<file path="src/design/tsdx_pkg.sv">
// ----------------------------------------------------------------------------
// tsdx_pkg
// Shared types and constants of the delta-of-delta / XOR sample encoder.
// ----------------------------------------------------------------------------
package tsdx_pkg;

  // input operation codes
  localparam logic [1:0] OP_START  = 2'd0;
  localparam logic [1:0] OP_SAMPLE = 2'd1;
  localparam logic [1:0] OP_FINISH = 2'd2;

  // configuration register indexes
  localparam logic CFG_WIDTH_MODE = 1'b0;
  localparam logic CFG_CAPACITY   = 1'b1;

  localparam logic [19:0] CAPACITY_RESET = 20'd4096;

  // byte buffer of one item in the back end
  localparam int BUF_DEPTH = 16;
  localparam int BAW       = $clog2(BUF_DEPTH);

  // front-to-back queue, depth a power of two
  localparam int QDEPTH = 2;
  localparam int QAW    = $clog2(QDEPTH);

  typedef struct packed {
    logic [1:0]         op;
    logic signed [63:0] timestamp;
    logic [63:0]        value_bits;
  } in_item_t;

  typedef struct packed {
    logic [7:0]  out_byte;
    logic        byte_valid;
    logic        last_of_run;
    logic        overflow_flag;
    logic [19:0] length_bytes;
  } out_item_t;

  typedef enum logic [1:0] {
    K_START,
    K_SAMPLE,
    K_FINISH
  } kind_t;

  // coded item: three MSB-first segments, each left-aligned with its length
  typedef struct packed {
    kind_t       kind;
    logic [35:0] tseg;
    logic [5:0]  tlen;
    logic [12:0] hseg;
    logic [3:0]  hlen;
    logic [63:0] bseg;
    logic [6:0]  blen;
  } entry_t;

  typedef enum logic [1:0] {
    F_IDLE,
    F_DOD,
    F_BUILD,
    F_PUSH
  } fstate_t;

  typedef enum logic [1:0] {
    B_IDLE,
    B_LOAD,
    B_SHIFT,
    B_EMIT
  } bstate_t;

endpackage

</file>
<file path="src/design/tsdx_front.sv">
// ----------------------------------------------------------------------------
// tsdx_front
// Takes input items, runs the delta-of-delta and XOR window logic and turns
// each item into a coded entry of three bit segments for the back end.
// ----------------------------------------------------------------------------
module tsdx_front (
  input  logic               clk,
  input  logic               rst_n,
  input  logic               in_valid,
  output logic               in_stall,
  input  tsdx_pkg::in_item_t in_data,
  input  logic               width_mode,
  input  logic               q_full,
  output logic               q_push,
  output tsdx_pkg::entry_t   q_data
);

  localparam logic [1:0] TP_7  = 2'b10;
  localparam logic [2:0] TP_9  = 3'b110;
  localparam logic [3:0] TP_12 = 4'b1110;
  localparam logic [3:0] TP_32 = 4'b1111;
  localparam logic [1:0] VH_REUSE = 2'b10;
  localparam logic [1:0] VH_NEW   = 2'b11;

  function automatic logic [6:0] lead_zeros(input logic [63:0] v);
    logic [63:0] t;
    logic [6:0]  n;
    t = v;
    n = 7'd0;
    if (v == 64'd0) begin
      n = 7'd64;
    end else begin
      if (t[63:32] == 32'd0) begin
        n[5] = 1'b1;
        t = t << 32;
      end
      if (t[63:48] == 16'd0) begin
        n[4] = 1'b1;
        t = t << 16;
      end
      if (t[63:56] == 8'd0) begin
        n[3] = 1'b1;
        t = t << 8;
      end
      if (t[63:60] == 4'd0) begin
        n[2] = 1'b1;
        t = t << 4;
      end
      if (t[63:62] == 2'd0) begin
        n[1] = 1'b1;
        t = t << 2;
      end
      if (!t[63]) begin
        n[0] = 1'b1;
      end
    end
    return n;
  endfunction

  function automatic logic [6:0] trail_zeros(input logic [63:0] v);
    logic [63:0] r;
    for (int i = 0; i < 64; i++) begin
      r[i] = v[63 - i];
    end
    return lead_zeros(r);
  endfunction

  tsdx_pkg::fstate_t st_r, st_nxt;

  // payload
  logic [1:0]       op_r;
  logic [63:0]      ts_r;
  logic [63:0]      bits_r;
  logic [63:0]      delta_r;
  logic [63:0]      x_r;
  logic [63:0]      dod_r;
  logic [6:0]       lz64_r;
  logic [6:0]       tz_r;
  tsdx_pkg::entry_t entry_r;
  tsdx_pkg::entry_t entry_nxt;

  // coder state
  logic [63:0] prev_ts_r;
  logic [63:0] prev_delta_r;
  logic [63:0] prev_val_r;
  logic [4:0]  wl_r;
  logic [6:0]  wt_r;
  logic        seen_val_r;
  logic        seen_win_r;

  logic        accept;
  logic        op_ok;
  logic [63:0] mask;
  logic [63:0] in_bits;
  logic [6:0]  wsub;
  logic [6:0]  wlen;
  logic [6:0]  lz_adj;
  logic [4:0]  lz_cap;
  logic        x_zero;
  logic        reuse;
  logic        new_win;
  logic [6:0]  sh_amt;
  logic [63:0] body;
  logic [6:0]  reuse_len;
  logic [6:0]  sig;
  logic [6:0]  sig_m1;
  logic        fits7;
  logic        fits9;
  logic        fits12;

  assign op_ok   = (in_data.op == tsdx_pkg::OP_START) || (in_data.op == tsdx_pkg::OP_SAMPLE) ||
                   (in_data.op == tsdx_pkg::OP_FINISH);
  assign in_stall = (st_r != tsdx_pkg::F_IDLE);
  assign accept   = in_valid && !in_stall;
  assign mask     = width_mode ? 64'h0000_0000_FFFF_FFFF : 64'hFFFF_FFFF_FFFF_FFFF;
  assign in_bits  = in_data.value_bits & mask;

  assign q_push = (st_r == tsdx_pkg::F_PUSH) && !q_full;
  assign q_data = entry_r;

  always_comb begin
    st_nxt = st_r;
    case (st_r)
      tsdx_pkg::F_IDLE: begin
        if (accept && op_ok) begin
          st_nxt = tsdx_pkg::F_DOD;
        end
      end
      tsdx_pkg::F_DOD:   st_nxt = tsdx_pkg::F_BUILD;
      tsdx_pkg::F_BUILD: st_nxt = tsdx_pkg::F_PUSH;
      tsdx_pkg::F_PUSH: begin
        if (!q_full) begin
          st_nxt = tsdx_pkg::F_IDLE;
        end
      end
      default: st_nxt = tsdx_pkg::F_IDLE;
    endcase
  end

  // value window decision
  assign wsub    = width_mode ? 7'd32 : 7'd0;
  assign wlen    = width_mode ? 7'd32 : 7'd64;
  assign lz_adj  = lz64_r - wsub;
  assign lz_cap  = (lz_adj > 7'd31) ? 5'd31 : lz_adj[4:0];
  assign x_zero  = (x_r == 64'd0);
  assign reuse   = seen_win_r && (lz_cap >= wl_r) && (tz_r >= wt_r) &&
                   (({2'b00, wl_r} + wt_r) < wlen);
  assign new_win = seen_val_r && !x_zero && !reuse;
  assign sh_amt  = wsub + {2'b00, (reuse ? wl_r : lz_cap)};
  assign body    = x_r << sh_amt[5:0];
  assign reuse_len = wlen - {2'b00, wl_r} - wt_r;
  assign sig       = wlen - {2'b00, lz_cap} - tz_r;
  assign sig_m1    = sig - 7'd1;

  // signed bucket tests on the delta-of-delta
  assign fits7  = (dod_r[63:6] == '0) || (dod_r[63:6] == '1);
  assign fits9  = (dod_r[63:8] == '0) || (dod_r[63:8] == '1);
  assign fits12 = (dod_r[63:11] == '0) || (dod_r[63:11] == '1);

  always_comb begin
    entry_nxt = '0;
    entry_nxt.kind = tsdx_pkg::K_SAMPLE;
    case (op_r)
      tsdx_pkg::OP_START: begin
        entry_nxt.kind = tsdx_pkg::K_START;
        entry_nxt.bseg = ts_r;
        entry_nxt.blen = 7'd64;
      end
      tsdx_pkg::OP_SAMPLE: begin
        if (dod_r == 64'd0) begin
          entry_nxt.tlen = 6'd1;
        end else if (fits7) begin
          entry_nxt.tseg = {TP_7, dod_r[6:0], 27'd0};
          entry_nxt.tlen = 6'd9;
        end else if (fits9) begin
          entry_nxt.tseg = {TP_9, dod_r[8:0], 24'd0};
          entry_nxt.tlen = 6'd12;
        end else if (fits12) begin
          entry_nxt.tseg = {TP_12, dod_r[11:0], 20'd0};
          entry_nxt.tlen = 6'd16;
        end else begin
          entry_nxt.tseg = {TP_32, dod_r[31:0]};
          entry_nxt.tlen = 6'd36;
        end
        if (!seen_val_r) begin
          entry_nxt.bseg = width_mode ? {bits_r[31:0], 32'd0} : bits_r;
          entry_nxt.blen = wlen;
        end else if (x_zero) begin
          entry_nxt.hlen = 4'd1;
        end else if (reuse) begin
          entry_nxt.hseg = {VH_REUSE, 11'd0};
          entry_nxt.hlen = 4'd2;
          entry_nxt.bseg = body;
          entry_nxt.blen = reuse_len;
        end else begin
          entry_nxt.hseg = {VH_NEW, lz_cap, sig_m1[5:0]};
          entry_nxt.hlen = 4'd13;
          entry_nxt.bseg = body;
          entry_nxt.blen = sig;
        end
      end
      tsdx_pkg::OP_FINISH: begin
        entry_nxt.kind = tsdx_pkg::K_FINISH;
      end
      default: begin
        entry_nxt.kind = tsdx_pkg::K_SAMPLE;
      end
    endcase
  end

  always_ff @(posedge clk) begin
    if (!rst_n) begin
      st_r         <= tsdx_pkg::F_IDLE;
      prev_ts_r    <= 64'd0;
      prev_delta_r <= 64'd0;
      prev_val_r   <= 64'd0;
      wl_r         <= 5'd0;
      wt_r         <= 7'd0;
      seen_val_r   <= 1'b0;
      seen_win_r   <= 1'b0;
    end else begin
      st_r <= st_nxt;
      if (st_r == tsdx_pkg::F_BUILD) begin
        if (op_r == tsdx_pkg::OP_START) begin
          prev_ts_r    <= ts_r;
          prev_delta_r <= 64'd0;
          prev_val_r   <= 64'd0;
          wl_r         <= 5'd0;
          wt_r         <= 7'd0;
          seen_val_r   <= 1'b0;
          seen_win_r   <= 1'b0;
        end else if (op_r == tsdx_pkg::OP_SAMPLE) begin
          prev_ts_r    <= ts_r;
          prev_delta_r <= delta_r;
          prev_val_r   <= bits_r;
          seen_val_r   <= 1'b1;
          if (new_win) begin
            wl_r       <= lz_cap;
            wt_r       <= tz_r;
            seen_win_r <= 1'b1;
          end
        end
      end
    end
  end

  always_ff @(posedge clk) begin
    if (accept) begin
      op_r    <= in_data.op;
      ts_r    <= in_data.timestamp;
      bits_r  <= in_bits;
      delta_r <= in_data.timestamp - prev_ts_r;
      x_r     <= (in_bits ^ prev_val_r) & mask;
    end
    if (st_r == tsdx_pkg::F_DOD) begin
      dod_r  <= delta_r - prev_delta_r;
      lz64_r <= lead_zeros(x_r);
      tz_r   <= trail_zeros(x_r);
    end
    if (st_r == tsdx_pkg::F_BUILD) begin
      entry_r <= entry_nxt;
    end
  end

endmodule

</file>
<file path="src/design/tsdx_queue.sv">
// ----------------------------------------------------------------------------
// tsdx_queue
// Short FIFO of coded entries between the front and the back end.
// ----------------------------------------------------------------------------
module tsdx_queue (
  input  logic             clk,
  input  logic             rst_n,
  input  logic             push,
  input  tsdx_pkg::entry_t push_data,
  input  logic             pop,
  output tsdx_pkg::entry_t head,
  output logic             full,
  output logic             empty
);

  tsdx_pkg::entry_t              mem_r [tsdx_pkg::QDEPTH];
  logic [tsdx_pkg::QAW-1:0]      wp_r;
  logic [tsdx_pkg::QAW-1:0]      rp_r;
  logic [tsdx_pkg::QAW:0]        cnt_r;

  assign full  = (cnt_r == (tsdx_pkg::QAW + 1)'(tsdx_pkg::QDEPTH));
  assign empty = (cnt_r == '0);
  assign head  = mem_r[rp_r];

  always_ff @(posedge clk) begin
    if (!rst_n) begin
      wp_r  <= '0;
      rp_r  <= '0;
      cnt_r <= '0;
    end else begin
      if (push) begin
        wp_r <= wp_r + 1'b1;
      end
      if (pop) begin
        rp_r <= rp_r + 1'b1;
      end
      if (push && !pop) begin
        cnt_r <= cnt_r + 1'b1;
      end else if (pop && !push) begin
        cnt_r <= cnt_r - 1'b1;
      end
    end
  end

  always_ff @(posedge clk) begin
    if (push) begin
      mem_r[wp_r] <= push_data;
    end
  end

  a_no_push_full: assert property (@(posedge clk) disable iff (!rst_n)
    push |-> !full)
    else $error("queue written while full");

  a_no_pop_empty: assert property (@(posedge clk) disable iff (!rst_n)
    pop |-> !empty)
    else $error("queue read while empty");

endmodule

</file>
<file path="src/design/tsdx_back.sv">
// ----------------------------------------------------------------------------
// tsdx_back
// Packs coded segments into bytes under the capacity limit, collects the
// bytes of one item and hands them out with the item's final status.
// ----------------------------------------------------------------------------
module tsdx_back #(
  parameter int COUNT_WIDTH = 20
) (
  input  logic                clk,
  input  logic                rst_n,
  input  logic [19:0]         capacity,
  input  logic                q_empty,
  input  tsdx_pkg::entry_t    q_head,
  output logic                q_pop,
  output logic                out_valid,
  input  logic                out_stall,
  output tsdx_pkg::out_item_t out_data
);

  localparam int LW = (COUNT_WIDTH > 20) ? COUNT_WIDTH : 20;
  localparam int BAW = tsdx_pkg::BAW;

  tsdx_pkg::bstate_t   st_r, st_nxt;
  tsdx_pkg::entry_t    ent_r, ent_nxt;
  logic [1:0]          seg_r, seg_nxt;
  logic [63:0]         sh_r, sh_nxt;
  logic [6:0]          rem_r, rem_nxt;
  logic [7:0]          partial_r, partial_nxt;
  logic [2:0]          pc_r, pc_nxt;
  logic [COUNT_WIDTH-1:0] bw_r, bw_nxt;
  logic                ovf_r, ovf_nxt;
  logic [BAW:0]        cnt_r, cnt_nxt;
  logic [BAW:0]        rd_r, rd_nxt;
  logic                out_valid_r, out_valid_nxt;
  tsdx_pkg::out_item_t out_data_r, out_data_nxt;
  logic [7:0]          buf_r [tsdx_pkg::BUF_DEPTH];

  logic                wr_en;
  logic [BAW-1:0]      wr_idx;
  logic [7:0]          wr_byte;

  logic [LW-1:0]       cmax;
  logic [LW-1:0]       cap_ext;
  logic [LW-1:0]       limit;
  logic                at_limit;
  logic [LW:0]         len_full;
  logic [63:0]         seg_data;
  logic [6:0]          seg_len;
  logic [3:0]          room;
  logic [3:0]          k;
  logic [15:0]         cat_sh;
  logic [7:0]          p_new;
  logic [3:0]          sum;
  logic [15:0]         flush_cat;
  logic                fin;
  logic                load_ok;

  always_comb begin
    for (int i = 0; i < LW; i++) begin
      cmax[i] = (i < COUNT_WIDTH);
    end
  end

  assign cap_ext  = LW'(capacity);
  assign limit    = (cap_ext < cmax) ? cap_ext : cmax;
  assign at_limit = (LW'(bw_r) >= limit);
  assign len_full = (LW + 1)'(bw_r) + (LW + 1)'(pc_r != 3'd0);

  always_comb begin
    case (seg_r)
      2'd0: begin
        seg_data = {ent_r.tseg, 28'd0};
        seg_len  = {1'b0, ent_r.tlen};
      end
      2'd1: begin
        seg_data = {ent_r.hseg, 51'd0};
        seg_len  = {3'd0, ent_r.hlen};
      end
      default: begin
        seg_data = ent_r.bseg;
        seg_len  = ent_r.blen;
      end
    endcase
  end

  // take bits up to the next byte boundary or the end of the segment
  assign room      = 4'd8 - {1'b0, pc_r};
  assign k         = (rem_r < {3'd0, room}) ? rem_r[3:0] : room;
  assign cat_sh    = {partial_r, sh_r[63:56]} << k;
  assign p_new     = cat_sh[15:8];
  assign sum       = {1'b0, pc_r} + k;
  assign flush_cat = {partial_r, 8'd0} >> pc_r;
  assign fin       = (ent_r.kind == tsdx_pkg::K_FINISH);
  assign load_ok   = !out_valid_r || !out_stall;

  always_comb begin
    st_nxt        = st_r;
    ent_nxt       = ent_r;
    seg_nxt       = seg_r;
    sh_nxt        = sh_r;
    rem_nxt       = rem_r;
    partial_nxt   = partial_r;
    pc_nxt        = pc_r;
    bw_nxt        = bw_r;
    ovf_nxt       = ovf_r;
    cnt_nxt       = cnt_r;
    rd_nxt        = rd_r;
    out_valid_nxt = out_valid_r && out_stall;
    out_data_nxt  = out_data_r;
    wr_en         = 1'b0;
    wr_idx        = cnt_r[BAW-1:0];
    wr_byte       = p_new;
    q_pop         = 1'b0;
    case (st_r)
      tsdx_pkg::B_IDLE: begin
        if (!q_empty) begin
          q_pop   = 1'b1;
          ent_nxt = q_head;
          seg_nxt = 2'd0;
          rem_nxt = 7'd0;
          cnt_nxt = '0;
          rd_nxt  = '0;
          st_nxt  = tsdx_pkg::B_LOAD;
          if (q_head.kind == tsdx_pkg::K_START) begin
            partial_nxt = 8'd0;
            pc_nxt      = 3'd0;
            bw_nxt      = '0;
            ovf_nxt     = 1'b0;
          end else if (q_head.kind == tsdx_pkg::K_FINISH) begin
            st_nxt = tsdx_pkg::B_EMIT;
            // flush the partial byte, zero-padded; capacity is not checked here
            if (pc_r != 3'd0) begin
              wr_en       = 1'b1;
              wr_idx      = '0;
              wr_byte     = flush_cat[7:0];
              cnt_nxt     = (BAW + 1)'(1);
              bw_nxt      = bw_r + COUNT_WIDTH'(1);
              partial_nxt = 8'd0;
              pc_nxt      = 3'd0;
            end
          end
        end
      end
      tsdx_pkg::B_LOAD: begin
        if (seg_r == 2'd3) begin
          st_nxt = tsdx_pkg::B_EMIT;
        end else begin
          sh_nxt  = seg_data;
          rem_nxt = seg_len;
          seg_nxt = seg_r + 2'd1;
          st_nxt  = tsdx_pkg::B_SHIFT;
        end
      end
      tsdx_pkg::B_SHIFT: begin
        if (rem_r == 7'd0) begin
          st_nxt = tsdx_pkg::B_LOAD;
        end else if (at_limit) begin
          // drop the rest of the segment
          ovf_nxt = 1'b1;
          rem_nxt = 7'd0;
        end else begin
          sh_nxt  = sh_r << k;
          rem_nxt = rem_r - {3'd0, k};
          if (sum == 4'd8) begin
            wr_en       = 1'b1;
            cnt_nxt     = cnt_r + (BAW + 1)'(1);
            bw_nxt      = bw_r + COUNT_WIDTH'(1);
            partial_nxt = 8'd0;
            pc_nxt      = 3'd0;
          end else begin
            partial_nxt = p_new;
            pc_nxt      = sum[2:0];
          end
        end
      end
      tsdx_pkg::B_EMIT: begin
        if (rd_r < cnt_r) begin
          if (load_ok) begin
            out_valid_nxt              = 1'b1;
            out_data_nxt.out_byte      = buf_r[rd_r[BAW-1:0]];
            out_data_nxt.byte_valid    = 1'b1;
            out_data_nxt.last_of_run   = !fin && (rd_r == cnt_r - (BAW + 1)'(1));
            out_data_nxt.overflow_flag = ovf_r;
            out_data_nxt.length_bytes  = len_full[19:0];
            rd_nxt                     = rd_r + (BAW + 1)'(1);
            if (!fin && (rd_r == cnt_r - (BAW + 1)'(1))) begin
              st_nxt = tsdx_pkg::B_IDLE;
            end
          end
        end else if (fin) begin
          if (load_ok) begin
            out_valid_nxt              = 1'b1;
            out_data_nxt.out_byte      = 8'd0;
            out_data_nxt.byte_valid    = 1'b0;
            out_data_nxt.last_of_run   = 1'b1;
            out_data_nxt.overflow_flag = ovf_r;
            out_data_nxt.length_bytes  = len_full[19:0];
            st_nxt                     = tsdx_pkg::B_IDLE;
          end
        end else begin
          // quiet item
          st_nxt = tsdx_pkg::B_IDLE;
        end
      end
      default: st_nxt = tsdx_pkg::B_IDLE;
    endcase
  end

  always_ff @(posedge clk) begin
    if (!rst_n) begin
      st_r        <= tsdx_pkg::B_IDLE;
      seg_r       <= 2'd0;
      rem_r       <= 7'd0;
      partial_r   <= 8'd0;
      pc_r        <= 3'd0;
      bw_r        <= '0;
      ovf_r       <= 1'b0;
      cnt_r       <= '0;
      rd_r        <= '0;
      out_valid_r <= 1'b0;
    end else begin
      st_r        <= st_nxt;
      seg_r       <= seg_nxt;
      rem_r       <= rem_nxt;
      partial_r   <= partial_nxt;
      pc_r        <= pc_nxt;
      bw_r        <= bw_nxt;
      ovf_r       <= ovf_nxt;
      cnt_r       <= cnt_nxt;
      rd_r        <= rd_nxt;
      out_valid_r <= out_valid_nxt;
    end
  end

  always_ff @(posedge clk) begin
    ent_r      <= ent_nxt;
    sh_r       <= sh_nxt;
    out_data_r <= out_data_nxt;
    if (wr_en) begin
      buf_r[wr_idx] <= wr_byte;
    end
  end

  assign out_valid = out_valid_r;
  assign out_data  = out_data_r;

  a_buf_bound: assert property (@(posedge clk) disable iff (!rst_n)
    cnt_r <= (BAW + 1)'(tsdx_pkg::BUF_DEPTH))
    else $error("item byte buffer overrun");

  a_partial_clean: assert property (@(posedge clk) disable iff (!rst_n)
    (partial_r >> pc_r) == 8'd0)
    else $error("partial byte holds bits above its fill count");

  a_emit_bound: assert property (@(posedge clk) disable iff (!rst_n)
    (st_r == tsdx_pkg::B_EMIT) |-> (rd_r <= cnt_r))
    else $error("read index past collected bytes");

endmodule

</file>
<file path="src/design/timeseries_dod_xor_encoder_top.sv">
// Flow: a sample passes the front end's DOD, BUILD and PUSH states after its transfer; the back
// end pops it, loads its three segments in turn, packs each in chunks (a byte or a segment
// tail) and then moves each collected byte into the output register. The front end takes a
// new item only after the last one has left PUSH and runs ahead through a 2-entry queue; the
// back end hands out all bytes of one item before it pops the next.
// Reset (rst_n low, synchronous) clears the coder state, 64-bit mode, capacity 4096 bytes.
// ----------------------------------------------------------------------------
// timeseries_dod_xor_encoder_top
// Delta-of-delta timestamp and XOR value encoder with byte output stream.
// ----------------------------------------------------------------------------
module timeseries_dod_xor_encoder_top #(
  parameter int COUNT_WIDTH = 20
) (
  input  logic                clk,
  input  logic                rst_n,
  input  logic                in_valid,
  output logic                in_stall,
  input  tsdx_pkg::in_item_t  in_data,
  output logic                out_valid,
  input  logic                out_stall,
  output tsdx_pkg::out_item_t out_data,
  input  logic                cfg_we,
  input  logic                cfg_index,
  input  logic [19:0]         cfg_wdata
);

  logic             mode_r;
  logic [19:0]      cap_r;
  logic             q_full;
  logic             q_empty;
  logic             q_push;
  logic             q_pop;
  tsdx_pkg::entry_t q_wdata;
  tsdx_pkg::entry_t q_head;

  always_ff @(posedge clk) begin
    if (!rst_n) begin
      mode_r <= 1'b0;
      cap_r  <= tsdx_pkg::CAPACITY_RESET;
    end else if (cfg_we) begin
      case (cfg_index)
        tsdx_pkg::CFG_WIDTH_MODE: mode_r <= cfg_wdata[0];
        tsdx_pkg::CFG_CAPACITY:   cap_r  <= cfg_wdata;
        default: ;
      endcase
    end
  end

  tsdx_front u_front (
    .clk        (clk),
    .rst_n      (rst_n),
    .in_valid   (in_valid),
    .in_stall   (in_stall),
    .in_data    (in_data),
    .width_mode (mode_r),
    .q_full     (q_full),
    .q_push     (q_push),
    .q_data     (q_wdata)
  );

  tsdx_queue u_queue (
    .clk       (clk),
    .rst_n     (rst_n),
    .push      (q_push),
    .push_data (q_wdata),
    .pop       (q_pop),
    .head      (q_head),
    .full      (q_full),
    .empty     (q_empty)
  );

  tsdx_back #(
    .COUNT_WIDTH (COUNT_WIDTH)
  ) u_back (
    .clk       (clk),
    .rst_n     (rst_n),
    .capacity  (cap_r),
    .q_empty   (q_empty),
    .q_head    (q_head),
    .q_pop     (q_pop),
    .out_valid (out_valid),
    .out_stall (out_stall),
    .out_data  (out_data)
  );

endmodule
</file>
<file path="config.mk">
export PLATFORM = sky130hd
export DESIGN_NAME = timeseries_dod_xor_encoder_top
export DESIGN_NICKNAME = d
export VERILOG_FILES = /design/src/design/tsdx_pkg.sv /design/src/design/tsdx_front.sv /design/src/design/tsdx_queue.sv /design/src/design/tsdx_back.sv /design/src/design/timeseries_dod_xor_encoder_top.sv
export SDC_FILE = /design/constraint.sdc
export NUM_CORES = 2
export LEC_CHECK = 0
export BUFFER_PORTS_ARGS = -buffer_cell sky130_fd_sc_hd__buf_2
export CORE_AREA = 2 2 501 553
export DETAILED_ROUTE_END_ITERATION = 6
export DIE_AREA = 0 0 503 555
export PLACE_DENSITY = 0.46
export RECOVER_POWER = 50
export SYNTH_ARGS = -nofsm -noshare
export SYNTH_HDL_FRONTEND = slang
export SYNTH_SLANG_ARGS = --single-unit
</file>
<file path="constraint.sdc">
create_clock -name clk -period 9.4 [get_ports clk]
set_input_delay 0.47 -clock clk [delete_from_list [all_inputs] [get_ports clk]]
set_output_delay 0.47 -clock clk [all_outputs]
set_load 0.01 [all_outputs]
</file>
After elaboration in Yosys (flattened, before gate mapping):

Memories as Yosys holds them, arrays and structs flattened. A register that Yosys moved wholly into a read port is not among the register bits.
Index checks and enable logic that the tools add are counted.

* flip-flop bits (word level): 982
* bits in writable memories: 392
* bits of input ports: 156
* output and inout bits: 33
* logic and storage cells: 413
* memories: 2

* add/subtract/negate cells: 23
* order comparisons: 8
* equal/unequal tests: 37
* shift operators: 4
* muxes and demuxes: 186
* bitwise operators: 7
* reduce and logical (&&, ||, !) cells: 85

Memory list
* u_queue.mem_r: depth 2, bits a word 132, read ports 1, clocked after memory_dff 1, write ports 1, RTL line tsdx_queue.sv:16 `tsdx_pkg::entry_t mem_r [tsdx_pkg::QDEPTH];`
* u_back.buf_r: depth 16, bits a word 8, read ports 1, clocked after memory_dff 1, write ports 1, RTL line tsdx_back.sv:36 `logic [7:0] buf_r [tsdx_pkg::BUF_DEPTH];`

Operators with widths (count)
* 2-to-1 mux 64 bit: 41
* case mux 64 bit (2 select lines): 2
* zero test 64 bit: 3
* 2-to-1 mux 20 bit: 8
* 2-to-1 mux 71 bit: 2
* case mux 71 bit (2 select lines): 1
* bitwise AND 64 bit: 2
* subtractor 64 bit: 2
* 2-to-1 mux 31 bit: 4
* 2-to-1 mux 8 bit: 12
* 2-to-1 mux 87 bit: 1
* 2-to-1 mux 40 bit: 2
* 2-to-1 mux 5 bit: 14
* zero test 32 bit: 2
* left shift 64 x 4 -> 64 bit: 1
* left shift 64 x 6 -> 64 bit: 1
* bitwise XOR 64 bit: 1
* == test 58 bit, second input constant: 1
* zero test 58 bit: 1
* == test 56 bit, second input constant: 1
* zero test 56 bit: 1
* 2-to-1 mux 7 bit: 8
* == test 53 bit, second input constant: 1
* zero test 53 bit: 1
* other kinds (70): 237

Depth between registers and ports, before layout:

* depth in word-level cells: 21
* depth in mapped cells: 23
* mapped depth without buffers: 19

Hierarchy:

From an unflattened synthesis, not the netlist that was laid out.

* cells, all modules: 6238
* area, all modules: 71045.6 um2

By module, submodules not included
* tsdx_front: times used 1, cells each 3830, area an instance 37878.8 um2, sequential area each 18097.4 um2
* tsdx_back: times used 1, cells each 1880, area an instance 22263.9 um2, sequential area each 11821.3 um2
* tsdx_queue: times used 1, cells each 433, area an instance 10073.4 um2, sequential area each 8027.7 um2
* timeseries_dod_xor_encoder_top: times used 1, cells each 95, area an instance 829.5 um2, sequential area each 420.4 um2

Worst setup path after synthesis:

OpenSTA, ideal clock, no wires.

* path kind: reg-to-reg
* from: register u_front.st_r[0]
* to: register u_front.bits_r[0], enable pin
* library setup time: 0.650 ns
* arrival time: 6.449 ns
* data required time: 8.750 ns
* setup slack: 2.301 ns
* stages on the path, launching flop included: 4
* buffers on the path: 0
* clock period less this slack: 7.099 ns
* path through: dfxtp_1 > inv_1 > ha_1 > and2_1

* word-level cells in the longest chain between the ends: 3

RTL lines
* start: declaration: RTL line tsdx_front.sv:68 `tsdx_pkg::fstate_t st_r, st_nxt;`
* start signal: assignment: RTL line tsdx_front.sv:213 `st_r <= tsdx_pkg::F_IDLE;`
* start signal: assignment: RTL line tsdx_front.sv:222 `st_r <= st_nxt;`
* nonzero test 2 bit: RTL line tsdx_front.sv:113 `assign in_stall = (st_r != tsdx_pkg::F_IDLE);`
* zero test 1 bit: RTL line tsdx_front.sv:114 `assign accept = in_valid && !in_stall;`
* logical AND 1 bit: RTL line tsdx_front.sv:114
* via u_front.accept: RTL line tsdx_front.sv:91 `logic accept;`
* end signal: assignment: RTL line tsdx_front.sv:251 `bits_r <= in_bits;`
* end: declaration: RTL line tsdx_front.sv:73 `logic [63:0] bits_r;`

The timed path passes the listed nets, and every way through them passes these cells.
A chain may end at the register's enable or synchronous reset.

Worst setup path after layout:

* from: register u_front.st_r[0]
* to: register u_front.prev_val_r[58]

* word-level cells in the longest chain between the ends: 2

RTL lines
* == test 2 bit: RTL line tsdx_front.sv:223 `if (st_r == tsdx_pkg::F_BUILD) begin`
* AND reduction 2 bit (no line)
* end signal: assignment: RTL line tsdx_front.sv:235 `prev_val_r <= bits_r;`
* end: declaration: RTL line tsdx_front.sv:85 `logic [63:0] prev_val_r;`

No other way between the ends.

==> flow_metrics.py <==
metrics = {
    "synth": {
        "synth_top_area_frac": 0.4733,
        "synthTopCellsByArea": "edfxtp_1 (47%), dfxtp_1 (8.6%), mux2i_1 (6.1%)",
        "yosys.area.top_type": "edfxtp_1",
        "async_flop_share": 0,
        "yosysWarnings": 0,
        "syn_area_per_cell_sq_um": 11.52,
        "synthTopCellsByCount": "edfxtp_1 (1,074), nand2_1 (594), nor2_1 (427)",
        "synth_cell_types": 104,
        "mappedNetlistArea_sq_mm": 0.06814,
        "yosysSeqAreaShare": 0.5591,
        "synth-edff-count": 1074,
        "synth_nets": 6300,
        "synth-seq-cells": 1366,
        "synthCells": 5914,
        "yosysMostFrequentCell": "edfxtp_1",
        "synthFlopType": "edfxtp_1",
    },
    "floorplanning": {
        "fp-row-count": 202,
        "start_util": 0.2487,
        "io_pins": 189,
        "die_w_um": 503,
        "coreArea_sq_mm": 0.2740,
        "die_area_sq_mm": 0.2792,
        "die_h_um": 555,
    },
    "placement": {
        "dp_cells": 9533,
        "hpwlAfterDp_um": 166700,
        "globalplace.congestion": 0.9149,
        "place_ws_ns": 2.864,
        "portBuffers": 188,
    },
    "sta": {
        "tightest_slew_ns": 6.458,
        "rsz0062_at_grt": "false",
        "fin_tns_setup_ns": 0,
        "finalCriticalPeriod_ns": 7.180,
        "fmax_mhz": 139.3,
        "finalHoldViolations": 0,
        "finalCritPeriodShare": 0.7638,
        "setup_ws_ns": 2.221,
        "relSlewSlack": -3.306,
        "clock_skew_ns": 0.04875,
        "slew_violations": 828,
        "setup-violations-final": 0,
        "timing.hold.ws_ns": 0.1419,
    },
    "cts": {
        "path_clk_slew_ns": 0.06,
        "post-cts-setup-buffers": 0,
        "clkLatencyLatePin_ns": 0.81,
        "cts-root-buf": "clkbuf_16",
        "cts_buffers": 157,
        "clock-sinks": 1366,
        "ctsResizeCount": 0,
        "cts-htree-levels": 4,
        "cts_tree": "done",
        "ctsLongestPathBuffers": 3,
        "holdBufCountCts": 151,
    },
    "outcome": {
        "outcome": "finished with violations",
        "violations": "DRC, capacitance limit, slew limit",
    },
    "detailed_routing": {
        "wl_um": 228000,
        "vias": 48377,
        "post_drt_wl_per_cell_um": 22.86,
        "drc": 7,
        "via_per_inst": 4.850,
        "first_pass_iters": 7,
        "drtIter0Drc": 4056,
        "ant_nets": 0,
    },
    "flow_run": {
        "maxCapViolCount": 16,
    },
    "hold_path": {
        "hold-path-cell-count": 5,
        "min_path_type": "in2reg",
    },
    "grt": {
        "grtUsageTotal": 0.1591,
        "gr-total-overflow": 0,
        "antenna_found_initial": 8,
        "grt_pass1_vias": 48149,
        "grt_start_max_net_pins": 156,
        "grt_pass1_wl_um": 332000,
    },
    "layout": {
        "finish.net_count": 6557,
        "final_cells": 9974,
        "final_layout_size_suffix_gt1_frac": 0.09616,
        "multi_input_area_sq_mm": 0.02776,
        "area_delta_synth_final_pct": 16.68,
        "seq_area_sq_mm": 0.03810,
        "n_fill_cell": 28375,
        "antenna_cells": 0,
    },
    "critical_path": {
        "critPathKind": "reg2reg",
        "r2r.worst_path.cells": 9,
        "worstSetupStartpoint": "u_front.st_r[0]$_SDFFE_PN0P_",
        "arrival_ns": 7.82,
        "start_kind": "register",
        "cp.required_ns": 10.04,
        "rrSetupSlack_ns": 2.22,
        "r2r_start": "u_front.st_r[0]$_SDFFE_PN0P_",
        "cp_max_fo": 55,
        "setup.worst_path.end": "u_front.prev_val_r[58]$_SDFFE_PN0P_",
        "r2r-end": "u_front.prev_val_r[58]$_SDFFE_PN0P_",
        "critPathCaptureType": "register",
    },
    "power": {
        "p_per_area_mw_per_mm2": 285.3,
        "vdd_drop_max_v": 0.0001786,
        "leakage_nw": 27.11,
    },
}
## flip-flops by register name, indices dropped and copies added (netlist names), 5 cells and up, named ones only
register and count:
u_back.ent_r 129, u_front.bits_r 64, u_front.lz64_r 7, u_front.wt_r 7, u_front.q_data 129, u_back.buf_r 128
u_back.out_data 31, u_front.ts_r 64, u_front.dod_r 64, u_back.partial_r 8, u_front.x_r 64, u_front.tz_r 6
u_back.sh_r 64, u_front.prev_ts_r 64, u_back.rem_r 7, u_front.prev_delta_r 64, cap_r 20, u_back.bw_r 20
u_front.wl_r 5, u_back.cnt_r 5, u_back.rd_r 5, u_front.delta_r 64, u_queue.mem_r 258, u_front.prev_val_r 64
## how the worst min path moves through the flow
stage | start | endpoint | slack (ns)
floorplan | u_back.ovf_r$_SDFFE_PN0P_ | u_back.out_data[20]$_DFFE_PP_ | 0.41
global placement | u_front.q_data[92]$_SDFFCE_PP0P_ | u_queue.mem_r[0][92]$_DFFE_PP_ | 0.42
detailed placement | u_front.q_data[99]$_SDFFCE_PP0P_ | u_queue.mem_r[0][99]$_DFFE_PP_ | 0.43
CTS | in_valid | u_front.st_r[0]$_SDFFE_PN0P_ | 0.07
global route | in_valid | u_front.st_r[0]$_SDFFE_PN0P_ | 0.13
finish | in_valid | u_front.st_r[0]$_SDFFE_PN0P_ | 0.14
## routing by layer
layer	GRT usage	vias up	part of all wire	wire, um
met5	0	-	0	0
met4	0.04786	0	0.031	7149
met3	0.02027	310	0.048	10900
met2	0.2622	1403	0.47	106700
met1	0.2164	24166	0.45	103200
li1	-	22498	-	-
## area by class of cell
cell class | instances | share of cell area
Sequential cell | 1366 | 0.4792
Multi-Input combinational cell | 3956 | 0.3491
Tap cell | 3672 | 0.05779
Clock buffer | 195 | 0.05273
Timing Repair Buffer | 417 | 0.03575
Inverter | 273 | 0.01301
Clock inverter | 95 | 0.01245
## report_power, final
group / switching (mW) / total, mW / internal [mW]
Sequential: 1.11 / 9.52 / 8.41
Combinational: 4.73 / 7.05 / 2.32
Clock: 2.61 / 6.12 / 3.51
## cell families (layout without fill, tap and decap cells)
family,Yosys count,count (layout),synth area share
and+or+nand+nor,1531,1531,0.1021
buffers and inverters,592,980,0.03537
adders and majority gates,230,230,0.04289
DFF,1366,1366,0.5591
xor gates and xnor gates,238,238,0.03059
muxes,600,600,0.09912
AOI/OAI and AO/OA,1357,1357,0.1308
## stage by stage
stage                     area, sq um  total power, mW  utilization
after floorplan                 68140            13.80            -
after global placement          73090            16.55       0.2668
after detailed placement        73090            16.56       0.2668
after CTS                       79780            22.82       0.2912
after global routing            79510            23.81       0.2902
final                           79510            22.69       0.2902
## layout by cell type (no fill, tap or decap), types with 50 or more instances in the layout
cell type and n:
o21ai_0 200, xnor2_1 141, edfxtp_1 1074, and3_1 50, dlygate4sd3_1 151, mux2i_1 410
nand2_1 594, nor3_1 67, mux2_2 123, a22oi_1 208, xor2_1 97, clkbuf_1 175
clkbuf_16 158, inv_1 268, nand3_1 99, ha_1 222, dfxtp_1 291, nor2b_1 74
a21oi_1 410, nor2_1 422, buf_2 56, a21o_1 97, a211oi_1 65, buf_4 59
## critical path, stage by stage, from the launching register on
cell and delay, ns:
dfxtp_1 0.34, inv_1 0.11, ha_1 0.92, clkbuf_1 1.86, clkbuf_1 1.52, nand2b_4 0.76
buf_4 0.53, buf_4 0.45, a22oi_1 0.29, nor2_1 0.05
No activity file was read; power rests on OpenSTA's default activity.
